File: config.mk
export PLATFORM = sky130hd
export DESIGN_NAME = block_stream_framer
export DESIGN_NICKNAME = d
export VERILOG_FILES = /design/src/sv/bsf_pkg.sv /design/src/sv/block_stream_framer.sv
export SDC_FILE = /design/constraint.sdc
export NUM_CORES = 1
export LEC_CHECK = 0
export BUFFER_PORTS_ARGS = -buffer_cell sky130_fd_sc_hd__buf_4
export CAP_MARGIN = 15
export CORE_MARGIN = 2
export CORE_UTILIZATION = 51
export DETAILED_ROUTE_END_ITERATION = 16
export PLACE_DENSITY = 0.8
export SYNTH_ARGS = -nofsm -noshare
export SYNTH_HDL_FRONTEND = slang
export SYNTH_SLANG_ARGS = --single-unit
File: constraint.sdc
create_clock -name clk -period 3.45 [get_ports clk]
set_input_delay 0.1725 -clock clk [delete_from_list [all_inputs] [get_ports clk]]
set_output_delay 0.1725 -clock clk [all_outputs]
set_load 0.03 [all_outputs]
File: src/sv/bsf_pkg.sv
// Package for the block stream framer.
// Holds the item mode codes and the fixed framing words; no dependencies.
`default_nettype none

package bsf_pkg;

  typedef logic [1:0] mode_t;

  localparam mode_t MODE_HEADER  = 2'd0;
  localparam mode_t MODE_PAYLOAD = 2'd1;
  localparam mode_t MODE_END     = 2'd2;

  localparam logic [31:0] PAD_WORD     = 32'hFFFF_D9FF;
  localparam int unsigned END_FLAG_BIT = 27;

endpackage

`default_nettype wire

File: src/sv/block_stream_framer.sv
// Block stream framer: header/payload pass-through, end flag insertion and
// frame padding. Depends on bsf_pkg for mode codes and framing words.
//
// A header or payload transaction is accepted and its result
// word goes to a one-entry output register; a new input transaction is
// taken in the same cycle that the previous result is taken. A frame-end
// transaction starts the pad sequencer, which emits ALIGN_WORDS - phase pad
// words (1 to ALIGN_WORDS), one per cycle while the output is not stalled;
// the input is stalled for that whole run. The pad run steps through the same
// wrapping phase incrementer that counts header and payload words, and the
// last pad word is the one that brings the phase back to zero. Misordered
// transactions give a single result with order_error set and a zero word.
`default_nettype none

module block_stream_framer
  import bsf_pkg::*;
#(
  parameter int ALIGN_WORDS       = 32,
  parameter int MAX_PAYLOAD_WORDS = 256
) (
  input  wire logic        clk,
  input  wire logic        rst_n,
  input  wire logic        in_valid,
  output logic             in_stall,
  input  wire logic [1:0]  in_mode,
  input  wire logic [31:0] in_word_in,
  input  wire logic        in_last_block,
  output logic             out_valid,
  input  wire logic        out_stall,
  output logic [31:0]      out_word_out,
  output logic             out_frame_last,
  output logic             out_order_error
);

  localparam int PW = (ALIGN_WORDS > 1) ? $clog2(ALIGN_WORDS) : 1;
  localparam int LW = $clog2(MAX_PAYLOAD_WORDS + 1);
  localparam logic [PW-1:0] PHASE_LAST = PW'(ALIGN_WORDS - 1);
  localparam logic [8:0]    MAX_CNT    = 9'(MAX_PAYLOAD_WORDS);

  localparam logic ST_IDLE = 1'b0;
  localparam logic ST_PAD  = 1'b1;

  logic          state_r, state_nxt;
  logic [PW-1:0] phase_r, phase_nxt;
  logic [LW-1:0] left_r, left_nxt;
  logic          seen_r, seen_nxt;
  logic          out_valid_r, out_valid_nxt;
  logic [31:0]   out_word_r, out_word_nxt;
  logic          out_last_r, out_last_nxt;
  logic          out_err_r, out_err_nxt;

  logic          out_free;
  logic          in_acc;
  logic          phase_wrap;
  logic [PW-1:0] phase_inc;
  logic [8:0]    len_cnt;
  logic [LW-1:0] hdr_cnt;

  assign out_free = !out_valid_r || !out_stall;
  assign in_stall = (state_r == ST_PAD) || !out_free;
  assign in_acc   = in_valid && !in_stall;

  // Shared phase incrementer, wrapping at the alignment length.
  assign phase_wrap = (phase_r == PHASE_LAST);
  assign phase_inc  = phase_wrap ? '0 : phase_r + PW'(1);

  always_comb begin
    len_cnt = {1'b0, in_word_in[9:2]} + 9'd1;
    if (len_cnt > MAX_CNT) begin
      len_cnt = MAX_CNT;
    end
    hdr_cnt = LW'(len_cnt);
  end

  always_comb begin
    state_nxt     = state_r;
    phase_nxt     = phase_r;
    left_nxt      = left_r;
    seen_nxt      = seen_r;
    out_valid_nxt = out_valid_r && out_stall;
    out_word_nxt  = out_word_r;
    out_last_nxt  = out_last_r;
    out_err_nxt   = out_err_r;

    if (in_acc) begin
      out_valid_nxt = 1'b1;
      out_word_nxt  = '0;
      out_last_nxt  = 1'b0;
      out_err_nxt   = 1'b1;
      case (in_mode)
        MODE_HEADER: begin
          if (left_r == '0) begin
            left_nxt     = hdr_cnt;
            seen_nxt     = 1'b1;
            phase_nxt    = phase_inc;
            out_word_nxt = in_word_in;
            out_word_nxt[END_FLAG_BIT] = in_word_in[END_FLAG_BIT] | in_last_block;
            out_err_nxt  = 1'b0;
          end
        end
        MODE_PAYLOAD: begin
          if (left_r != '0) begin
            left_nxt     = left_r - LW'(1);
            phase_nxt    = phase_inc;
            out_word_nxt = in_word_in;
            out_err_nxt  = 1'b0;
          end
        end
        MODE_END: begin
          if (left_r == '0) begin
            // An empty frame produces nothing; otherwise start the pad run.
            out_valid_nxt = 1'b0;
            out_err_nxt   = 1'b0;
            if (seen_r) begin
              state_nxt = ST_PAD;
              seen_nxt  = 1'b0;
            end
          end
        end
        default: begin
        end
      endcase
    end else if (state_r == ST_PAD && out_free) begin
      out_valid_nxt = 1'b1;
      out_word_nxt  = PAD_WORD;
      out_last_nxt  = phase_wrap;
      out_err_nxt   = 1'b0;
      phase_nxt     = phase_inc;
      if (phase_wrap) begin
        state_nxt = ST_IDLE;
      end
    end
  end

  always_ff @(posedge clk) begin
    if (!rst_n) begin
      state_r     <= ST_IDLE;
      phase_r     <= '0;
      left_r      <= '0;
      seen_r      <= 1'b0;
      out_valid_r <= 1'b0;
    end else begin
      state_r     <= state_nxt;
      phase_r     <= phase_nxt;
      left_r      <= left_nxt;
      seen_r      <= seen_nxt;
      out_valid_r <= out_valid_nxt;
    end
  end

  always_ff @(posedge clk) begin
    out_word_r <= out_word_nxt;
    out_last_r <= out_last_nxt;
    out_err_r  <= out_err_nxt;
  end

  assign out_valid       = out_valid_r;
  assign out_word_out    = out_word_r;
  assign out_frame_last  = out_last_r;
  assign out_order_error = out_err_r;

  // An error result never carries a word.
  a_err_zero: assert property (@(posedge clk) disable iff (!rst_n)
    (out_valid_r && out_err_r) |-> (out_word_r == '0))
    else $error("order error result with nonzero word");

  // The final pad word closes the run and returns the phase to zero.
  a_pad_close: assert property (@(posedge clk) disable iff (!rst_n)
    (state_r == ST_PAD && out_free && phase_wrap) |=>
      (state_r == ST_IDLE && phase_r == '0 && out_last_r))
    else $error("pad run did not close cleanly");

  // A pad run only happens once the block is complete and the frame is closed.
  a_pad_state: assert property (@(posedge clk) disable iff (!rst_n)
    (state_r == ST_PAD) |-> (left_r == '0 && !seen_r))
    else $error("pad run with open block or frame");

  // The payload countdown never exceeds its saturation limit.
  a_left_max: assert property (@(posedge clk) disable iff (!rst_n)
    ({{(16-LW){1'b0}}, left_r} <= 16'(MAX_PAYLOAD_WORDS)))
    else $error("payload count above limit");

endmodule

`default_nettype wire
Yosys cells after proc, flatten, opt, wreduce, memory -nomap -nowiden
Index checks and enable logic that the tools add are counted.
- equal/unequal tests: 12
- muxes and demuxes: 32
- add/sub/neg operators: 3
- reductions and logical operators: 21
- order comparisons: 1
- bitwise operators: 1
- operators by type and width (cell ; number):
    32-bit two-way mux ; 4
    32-bit one-hot mux with 2 select lines ; 1
    9-bit two-way mux ; 3
    5-bit two-way mux ; 5
    9-bit one-hot mux with 2 select lines ; 1
    1-bit two-way mux ; 15
    4-bit AND reduction ; 3
    5-bit one-hot mux with 2 select lines ; 1
    8-bit by 1-bit adder with 9-bit output, second input constant ; 1
    9-bit greater-than comparator, second input constant ; 1
    9-bit zero test ; 1
    9-bit nonzero test ; 1
    9-bit by 1-bit subtractor with 9-bit output, second input constant ; 1
    2-bit inequality test, second input constant ; 4
    2-bit nonzero test ; 4
    3-bit inequality test, second input constant ; 2
    5-bit by 1-bit adder with 5-bit output, second input constant ; 1
    5-bit equality test, second input constant ; 1
    5-bit AND reduction ; 1
    1-bit zero test ; 4
    2-bit by 1-bit inequality test with 1-bit output, second input constant ; 2
    1-bit one-hot mux with 2 select lines ; 2
    1-bit logical AND ; 3
    3-bit by 1-bit inequality test with 1-bit output, second input constant ; 1
    other kinds (6) ; 7
- bits of input ports: 39
- register bits: 51
- output and inout port bits: 36
- logic and storage cells: 78

Longest topological paths before layout
- depth after elaboration: 8
- mapped depth: 9
- mapped depth without buffers: 7

Least setup slack after synthesis
OpenSTA, ideal clock, no wires.
- path type: register to register
- from: register left_r[0]
- to: register left_r[0]
- library setup time: 0.074 ns
- cell stages (with the launch flop): 9
- clock period less this slack: 2.605 ns
- arrival: 2.531 ns
- path buffers: 1
- setup slack: 0.845 ns
- required time: 3.376 ns
- path through: dfxtp_1 -> inv_1 -> ha_1 -> or4b_1 -> buf_2 -> or4_4 -> a211o_1 -> or4_1 -> a31oi_1
- word-level cells in the longest chain between the ends: 3
- elaborated cells between the ends (all ways): 8
- classes of those cells: add/sub (1); eq/ne (2); mux (2); reduce/logical (3)
- RTL lines (item ; line ; text):
    from (decl) ; block_stream_framer.sv:45 ; logic [LW-1:0] left_r, left_nxt;
    from (signal assigned) ; block_stream_framer.sv:145 ; left_r <= left_nxt;
    9-bit by 1-bit subtractor with 9-bit output (tied with other cells) ; block_stream_framer.sv:103 ; left_nxt = left_r - LW'(1);
    9-bit two-way mux or 2-bit inequality test (tied branches) ; -- ;
    9-bit one-hot mux with 2 select lines or 4-bit AND reduction (tied branches) ; -- ;
Several ways; a longest one is shown, not always the timed one. The select of a mux whose other input is x is not followed.
A chain may end at the register's enable or synchronous reset.

Worst setup path in the final report
Ends and elaborated chain as after synthesis.

==> impl_metrics.env <==
export IMPL_status="completed"
export IMPL_wirelength_um=5240
export IMPL_worst_clock_skew_ns=0.00681
export IMPL_synthFlopType="edfxtp_1"
export IMPL_mostFrequentLayoutCell="nand2_1"
export IMPL_synth_seq_area_share_pct=55.5
export IMPL_arrival_ns=3.02
export IMPL_synth_top_cell_by_area="edfxtp_1"
export IMPL_first_pass_iters=4
export IMPL_relSlewSlack_pct=30.6
export IMPL_hold_buffers=0
export IMPL_cts_tree="built"
export IMPL_dpl_hpwl_um=3810
export IMPL_drt_vias_per_instance=5.51
export IMPL_start_kind="flip-flop"
export IMPL_crit_path_start="left_r[0]"
export IMPL_layout_drive_gt1_share_pct=26.3
export IMPL_nets=380
export IMPL_fmax_mhz=359
export IMPL_synthTopCellsByArea="edfxtp_1 41%, dfxtp_1 15%, nand2_1 12%"
export IMPL_clock_sinks=51
export IMPL_crit_required_ns=3.68
export IMPL_leakage_nw=1.32
export IMPL_timing_final_crit_share_pct=80.8
export IMPL_path_max_fanout=8
export IMPL_die_w_um=73.1
export IMPL_clock_root_buffer="clkbuf_8"
export IMPL_postCtsSetupBuffers=0
export IMPL_fp_dieH_um=73.1
export IMPL_port_buffers=74
export IMPL_synth_avg_cell_area_um2=9.12
export IMPL_async_reset_ff_share_pct=0
export IMPL_core_mm2=0.00466
export IMPL_drt_iter0_drc=130
export IMPL_max_vdd_ir_drop_mv=0.284
export IMPL_grt_pass1_wl_um=8230
export IMPL_syn2layout_area_growth_pct=30.3
export IMPL_path_class="flip-flop to flip-flop"
export IMPL_fin_cells=392
export IMPL_gp_congestion=0.858
export IMPL_fillers=370
export IMPL_placedCellCount=383
export IMPL_first_global_vias=1871
export IMPL_dieArea_mm2=0.00534
export IMPL_cts_max_level=2
export IMPL_num_rows=25
export IMPL_ys_seq_elements=51
export IMPL_cellPowerDensity_mw_per_mm2=509
export IMPL_antenna_found_initial=0
export IMPL_numCtsBuffers=5
export IMPL_fin_crit_ns=2.79
export IMPL_hp_class="primary input to flip-flop"
export IMPL_yosysWarnings=0
export IMPL_grt_overflow=0
export IMPL_hp_start="in_word_in[15]"
export IMPL_finalSetupTns_ns=0
export IMPL_ant_nets=0
export IMPL_synth_edf_count=33
export IMPL_synthCells=267
export IMPL_mostFrequentLayoutCells="79 x nand2_1, 77 x buf_4, 33 x edfxtp_1, 18 x dfxtp_1, 16 x nor2_1"
export IMPL_vias=2158
export IMPL_rsz0062_at_grt="false"
export IMPL_syn_cell_area_mm2=0.00243
export IMPL_worstReg2RegStart="left_r[0]"
export IMPL_setup_viol=0
export IMPL_hold_violations=0
export IMPL_io_pins=75
export IMPL_antennaDiodeCount=0
export IMPL_start_util_pct=52.2
export IMPL_post_cts_resized=0
export IMPL_clk_latency_ns=0.30
export IMPL_drc=0
export IMPL_drv_slew=0
export IMPL_end_kind="flip-flop"
export IMPL_synth_cell_type_count=37
export IMPL_clk_pin_slew_ns=0.09
export IMPL_cap_violations=0
export IMPL_synth_top_area_share_pct=40.7
export IMPL_grt_start_max_net_pins=34
export IMPL_wire_per_inst_um=13.4
export IMPL_cts_buffer_depth=2
export IMPL_worstMarginPinSlew_ns=1.04
export IMPL_grt_use_total_pct=19.7
export IMPL_synth_nets=310
-- worst max-delay path, stage by stage, from the launching register on --
cell and delay, ns:
dfxtp_1 0.33, inv_1 0.08, ha_1 0.20, or4b_1 0.59, or4_4 0.56, a211o_1 0.32, or4_1 0.47, a31oi_1 0.18
-- per-layer routing --
layer / part of all wire (%) / vias to the layer above / GRT usage (%)
met5: 0 / - / 0
met3: 7.1 / 8 / 4.83
met1: 43 / 1006 / 25.6
met2: 48 / 74 / 31.6
li1: - / 1070 / -
met4: 1.5 / 0 / 8.02
-- cells in the mapped netlist, types with 2 or more instances --
library cell / instances
or3_1: 4
and3_1: 2
o21ai_0: 15
nor2_1: 16
edfxtp_1: 33
nor4_1: 4
ha_1: 4
o22ai_1: 3
dfxtp_1: 18
o211ai_1: 3
nor2b_1: 2
nand3_1: 12
nand2_1: 79
and2_1: 5
nand4_1: 2
xor2_1: 3
o21ai_1: 3
xnor2_1: 2
nor3_1: 3
a21boi_0: 3
a31oi_1: 3
nand2b_1: 2
inv_1: 5
a21oi_1: 15
clkbuf_1: 13
buf_2: 2
-- cells by family (layout without fill, tap and decap cells) --
group | count (synthesis) | in the layout | synth area share [%]
AO/OA/AOI/OAI | 51 | 51 | 12.5
XOR/XNOR | 5 | 5 | 1.80
adder cells (fa/ha/maj) | 4 | 4 | 2.06
buffers and inverters | 20 | 91 | 3.19
flip-flops | 51 | 51 | 55.5
AND/OR/NAND/NOR | 136 | 136 | 25.0
-- report_power, final --
group	switching, mW	internal (mW)
Sequential	0.0221	0.713
Clock	0.190	0.289
Combinational	0.246	0.154
Total	0.459	1.16
-- per-stage QoR --
step | worst slack [ns] | power, mW | cell area, µm² | hold WS [ns] | util, %
finish | 0.661 | 1.61 | 3170 | 0.135 | 68.1
global route | 0.511 | 1.70 | 3170 | 0.136 | 68.1
CTS | 0.399 | 1.62 | 3160 | 0.127 | 67.8
detailed placement | 0.396 | 1.14 | 3020 | 0.445 | 64.8
global placement | 0.495 | 1.13 | 3020 | 0.436 | 64.8
floorplan | 0.845 | 1.01 | 2430 | 0.335 | -
-- final cells by class --
| type | instances | area (µm²) | share of cell area, % |
|---|---|---|---|
| Timing Repair Buffer | 78 | 593 | 18.7 |
| Sequential cell | 51 | 1350 | 42.6 |
| Inverter | 5 | 18.8 | 0.591 |
| Tap cell | 54 | 67.6 | 2.13 |
| Clock inverter | 3 | 67.6 | 2.13 |
| Multi-Input combinational cell | 196 | 1010 | 31.7 |
| Clock buffer | 5 | 68.8 | 2.17 |
-- state kept, by name, indices dropped and copies added (netlist names) --
register and flops:
left_r 9, out_frame_last 1, out_order_error 1, out_valid 1
out_word_out 32, phase_r 5, seen_r 1, state_r 1
-- path summary, 6_finish.rpt --
| check | depth (start not counted) | slack [ns] | endpoint |
|---|---|---|---|
| max | 7 | 0.66 | left_r[0] |
| min | 3 | 0.13 | out_word_out[15] |
| max reg2reg | 7 | 0.66 | left_r[0] |
| min reg2reg | 2 | 0.47 | out_frame_last |
Note: power is estimated with default switching activity, not from simulation.
